`config.mk`:
```
export PLATFORM = sky130hd
export DESIGN_NAME = biu_queue
export DESIGN_NICKNAME = d
export VERILOG_FILES = /design/src/biu_pkg.sv /design/src/biu_queue.sv
export SDC_FILE = /design/constraint.sdc
export NUM_CORES = 1
export LEC_CHECK = 0
export BUFFER_PORTS_ARGS = -buffer_cell sky130_fd_sc_hd__buf_2
export CAP_MARGIN = 20
export CELL_PAD_IN_SITES_DETAIL_PLACEMENT = 1
export CELL_PAD_IN_SITES_GLOBAL_PLACEMENT = 1
export CORE_MARGIN = 2
export CORE_UTILIZATION = 48
export DETAILED_ROUTE_END_ITERATION = 7
export PLACE_DENSITY_LB_ADDON = 0.1
export SETUP_SLACK_MARGIN = 0.4
export SLEW_MARGIN = 30
export SYNTH_ARGS = -nofsm -noshare
export SYNTH_HDL_FRONTEND = slang
export SYNTH_SLANG_ARGS = --single-unit
export TNS_END_PERCENT = 30
```
`constraint.sdc`:
```
create_clock -name clk_i -period 6.8 [get_ports clk_i]
set_input_delay 1.36 -clock clk_i [delete_from_list [all_inputs] [get_ports clk_i]]
set_output_delay 1.36 -clock clk_i [all_outputs]
set_load 0.03 [all_outputs]
```
`src/biu_pkg.sv`:
```
package biu_pkg;

  // Image geometry and number formats
  localparam int SRC_SIZE    = 28;
  localparam int DST_SIZE    = 224;
  localparam int WEIGHT_BITS = 8;

  localparam int PIX_W = 16;   // Q8.8 pixel
  localparam int SRC_W = 5;    // source row / column field
  localparam int DC_W  = 8;    // output row / column field

  localparam int DM1   = DST_SIZE - 1;
  localparam int IDX_W = $clog2(SRC_SIZE);

  // Four banks by row and column parity, each HALF x HALF
  localparam int NUM_BANKS  = 4;
  localparam int BANK_W     = 2;
  localparam int HALF       = (SRC_SIZE + 1) / 2;
  localparam int HIDX_W     = (HALF > 1) ? $clog2(HALF) : 1;
  localparam int BANK_DEPTH = HALF * HALF;
  localparam int BADDR_W    = (BANK_DEPTH > 1) ? $clog2(BANK_DEPTH) : 1;

  // Constant divide by DM1: reciprocal multiply, then one correction step
  localparam int NUM_W  = $clog2(DM1 * (SRC_SIZE - 1) + 1);
  localparam int QSH    = NUM_W;
  localparam int RCP    = (2 ** QSH) / DM1;
  localparam int RCP_W  = QSH + 1;
  localparam int REM_W  = $clog2(DM1 + 1);
  localparam int WN_W   = REM_W + WEIGHT_BITS;
  localparam int WSH    = WN_W;
  localparam int RCPW   = (2 ** WSH) / DM1;
  localparam int RCPW_W = WSH + 1;

  // Interpolation datapath
  localparam int ONE      = 2 ** WEIGHT_BITS;
  localparam int WGT_W    = 2 * WEIGHT_BITS + 1;
  localparam int PROD_W   = PIX_W + WGT_W + 1;
  localparam int ACC_W    = PROD_W + 2;
  localparam int NUM_NB   = 4;
  localparam int NB_CNT_W = $clog2(NUM_NB + 1);

  localparam int QUEUE_DEPTH = 2;
  localparam int QP_W        = (QUEUE_DEPTH > 1) ? $clog2(QUEUE_DEPTH) : 1;

  typedef enum logic {
    OP_LOAD  = 1'b0,
    OP_QUERY = 1'b1
  } opcode_e;

  typedef logic [HIDX_W-1:0]  hidx_t;
  typedef logic [BADDR_W-1:0] baddr_t;

  typedef struct packed {
    opcode_e           op;
    logic [BANK_W-1:0] bank;
    baddr_t            addr;
    logic [PIX_W-1:0]  pixel;
    logic [DC_W-1:0]   qrow;
    logic [DC_W-1:0]   qcol;
  } item_t;

  function automatic baddr_t bank_addr(input hidx_t rh, input hidx_t ch);
    bank_addr = BADDR_W'(BADDR_W'(rh) * BADDR_W'(HALF) + BADDR_W'(ch));
  endfunction

endpackage

```
`src/biu_queue.sv`:
```
module biu_queue import biu_pkg::*; (
  input  logic  clk_i,
  input  logic  rst_ni,
  input  logic  push_i,
  input  item_t item_i,
  output logic  full_o,
  input  logic  pop_i,
  output logic  valid_o,
  output item_t item_o
);

  item_t             mem_q [QUEUE_DEPTH];
  logic [QP_W-1:0]   wr_ptr_q, wr_ptr_d;
  logic [QP_W-1:0]   rd_ptr_q, rd_ptr_d;
  logic [QP_W:0]     count_q, count_d;

  assign full_o  = (count_q == (QP_W + 1)'(QUEUE_DEPTH));
  assign valid_o = (count_q != '0);
  assign item_o  = mem_q[rd_ptr_q];

  always_comb begin
    wr_ptr_d = wr_ptr_q;
    rd_ptr_d = rd_ptr_q;
    count_d  = count_q;
    if (push_i) begin
      wr_ptr_d = (wr_ptr_q == QP_W'(QUEUE_DEPTH - 1)) ? '0 : wr_ptr_q + 1'b1;
    end
    if (pop_i) begin
      rd_ptr_d = (rd_ptr_q == QP_W'(QUEUE_DEPTH - 1)) ? '0 : rd_ptr_q + 1'b1;
    end
    case ({push_i, pop_i})
      2'b10:   count_d = count_q + 1'b1;
      2'b01:   count_d = count_q - 1'b1;
      default: count_d = count_q;
    endcase
  end

  always_ff @(posedge clk_i or negedge rst_ni) begin
    if (!rst_ni) begin
      wr_ptr_q <= '0;
      rd_ptr_q <= '0;
      count_q  <= '0;
    end else begin
      wr_ptr_q <= wr_ptr_d;
      rd_ptr_q <= rd_ptr_d;
      count_q  <= count_d;
    end
  end

  always_ff @(posedge clk_i) begin
    if (push_i) begin
      mem_q[wr_ptr_q] <= item_i;
    end
  end

  a_no_push_when_full: assert property (@(posedge clk_i) disable iff (!rst_ni)
    push_i |-> !full_o) else $error("queue overflow");

  a_no_pop_when_empty: assert property (@(posedge clk_i) disable iff (!rst_ni)
    pop_i |-> valid_o) else $error("queue underflow");

endmodule

```
==> flow_metrics.py <==
metrics = {
    "critical_path": {
        "critical_path.endpoint_type": "output pin",
        "worst_r2r_endpoint": "mem_q[0][34]",
        "cp_max_fo": 23,
        "worst-r2r-cell-count": 2,
        "required_ns": 5.44,
        "kind_of_start_point_of_the_critical_path": "flip-flop",
        "slowest_stage": "dfrtp_2",
        "rr_startpoint": "wr_ptr_q",
        "ff_to_ff_setup_slack_ns": 5.12,
        "setup.worst_path.class": "reg2out",
        "arrival_ns": 2.21,
        "timing.critical_path.cells": "buf_4 -> mux2_2 -> buf_2",
        "critical_path.max_stage_delay_ns": 0.80,
    },
    "pwr": {
        "power_leakage_nw": 1.72,
        "max-vdd-ir-drop_mv": 0.219,
        "p_total_mw": 1.92,
        "power_density_nw_per_um2": 452,
    },
    "grt": {
        "first_global_vias": 1693,
        "grt_antenna_before_repair": 0,
        "met2_track_demand_over_resource_in_global_routing_pct": 25.3,
        "pin_count_of_the_biggest_net_entering_global_routing": 44,
        "grt_most_used_layer": "met2",
        "global_route.overflow_total": 0,
        "gr-usage-met3_pct": 3.88,
        "grt_overall_usage_pct": 14.9,
        "grt.met1_usage_pct": 17.6,
        "grt_pass1_wl_mm": 8.40,
    },
    "flow_run": {
        "cap_viol_max_count": 0,
    },
    "clock_tree": {
        "cts_hold_bufs": 0,
        "cts.sink_count": 90,
        "clk_root_buffer_cell": "clkbuf_8",
        "cts.path.max_buffers": 2,
        "clock_insertion_delay_worst_skew_ns": 0.34,
        "tritoncts": "yes",
        "postCtsResizedCells": 0,
        "post_cts_buffers": 0,
        "cts_max_level": 3,
        "tritoncts.num_buffers": 9,
        "post_cts_clock_slew_at_the_launch_and_capture_registers_of_the_worst_setup_and_hold_paths_ns": 0.08,
    },
    "final_layout": {
        "post-route-util_pct": 59.4,
        "layout-drive-gt1-share_pct": 60.9,
        "area.growth.synth_to_final_pct": 21.4,
        "design.final.nets": 297,
        "register_area_um2": 2680,
        "multiInputGateArea_um2": 723,
        "layout_commonest_cell": "buf_2",
        "layout_common_cells": "buf_2 (91), edfxtp_1 (86), mux2_4 (39)",
        "fillerInstances": 680,
        "count_of_inserted_antenna_diode_cells": 0,
    },
    "timing": {
        "fin_worst_skew_ns": 0.00792,
        "worst_pin_slew_ns": 0.658,
        "total_negative_setup_slack_ns": 0,
        "grt_setup_unrepaired": "no",
        "setup_viol": 0,
        "max_freq_mhz": 280,
        "min_period_ns": 3.57,
        "timing.final.crit_share_pct": 52.6,
        "finalMaxSlewViolations": 0,
        "timing.slew.headroom_pct": 56.1,
        "timing.final.hold_violations": 0,
    },
    "worst_hold_path": {
        "timing.hold.worst_endpoint": "count_q[1]",
        "min-delay-start": "count_q[1]",
        "timing.hold.worst_path_depth": 1,
        "worstHoldPathType": "reg2reg",
    },
    "logic_synthesis": {
        "post_synthesis_area_per_instance_um2": 23.3,
        "synth.ff_latch_count": 90,
        "netlist_area_um2": 3490,
        "yosysWarnings": 0,
        "post_synth_num_cell_types": 14,
        "synth_sequential_area_ratio_pct": 76.8,
        "syn_inst": 150,
        "mappedNetlistNets": 198,
    },
    "die": {
        "rows": 31,
        "dieArea_um2": 7970,
        "initial_core_util_pct": 48.9,
        "core-area_um2": 7140,
        "die_height_um": 89.3,
        "design.portCount": 92,
        "die_w_um": 89.3,
    },
    "route": {
        "avgViaCountPerCell": 4.67,
        "initialDrtViolationCount": 82,
        "total_routed_wirelength_mm": 5.90,
        "routed-via-count": 1643,
        "drt-pass1-iter-count": 2,
        "wire_per_inst_um": 16.8,
        "postRouteAntennaNets": 0,
        "route.detailed.drc": 0,
    },
    "placed_design": {
        "portBuffers": 91,
        "detailedPlacementHpwl_mm": 3.81,
        "gp_congestion": 0.657,
    },
    "outcome": {
        "run_status": "completed",
    },
}
==> Yosys cell counts, drive strengths merged <==
library cell  count  share of area (%)
edfxtp           86                 74
xnor2             2               0.50
or2               1               0.18
xor2              3               0.75
nor2              2               0.22
mux2             43                 18
and2              1               0.18
ha                1               0.36
buf               5                2.6
inv               1               0.11
nor2b             1               0.18
dfrtp             4                2.9
==> worst max-delay path by stage <==
stage | startpoint | end | slack [ns] | cells past startpoint
5_1_grt | rd_ptr_q | item_o[25] | 3.10 | 3
3_3_place_gp | rd_ptr_q | item_o[25] | 3.55 | 3
4_1_cts | rd_ptr_q | item_o[25] | 3.16 | 3
3_5_place_dp | rd_ptr_q | item_o[25] | 3.54 | 3
6_report | rd_ptr_q | item_o[25] | 3.23 | 3
2_1_floorplan | push_i | mem_q[0][0] | 3.13 | 2
==> registers in the layout, summed over array words and instances (netlist names) <==
register / count
mem_q: 86
count_q: 2
rd_ptr_q: 1
wr_ptr_q: 1
==> report_power, final <==
group | internal [mW] | switching [mW]
logic | 0.283 | 0.410
clock network | 0.242 | 0.176
registers | 0.737 | 0.0674
total | 1.26 | 0.653
==> layout make-up <==
class,instances,area share [%]
flip-flops and latches,90,63.3
multi-input cells,54,17.1
repair buffers,93,11.1
clock buffers,10,3.01
well taps,99,2.92
clock inverters,5,2.45
inverters,1,0.0886
==> cells by family after synthesis <==
group,count (synthesis),share of synthesized area (%)
flops,90,76.8
mux,43,18.1
buf+inv,6,2.72
xor+xnor,5,1.25
simple gates,5,0.753
fa+ha+maj,1,0.358
==> routing by layer <==
layer	vias to the layer above	share of wire [%]
met4	0	1.6
met3	9	5.8
li1	779	-
met1	797	40
met5	-	0
met2	58	52
==> critical path: cells and delay by family, from the launching register on <==
kind / cells / cell delay [ns]
buffers and inverters: 2 / 0.69
multiplexers: 1 / 0.38
flip-flops: 1 / 0.80
==> metrics by stage <==
step	setup WS, ns	std cells	area (um^2)	hold WS, ns
after detailed placement	3.54	337	4010	0.470
after global placement	3.55	337	4000	0.472
final	3.23	352	4240	0.487
after CTS	3.16	352	4240	0.492
after global routing	3.10	352	4240	0.511
after floorplan	3.13	150	3490	0.447
Note: power is estimated with default switching activity, not from simulation.
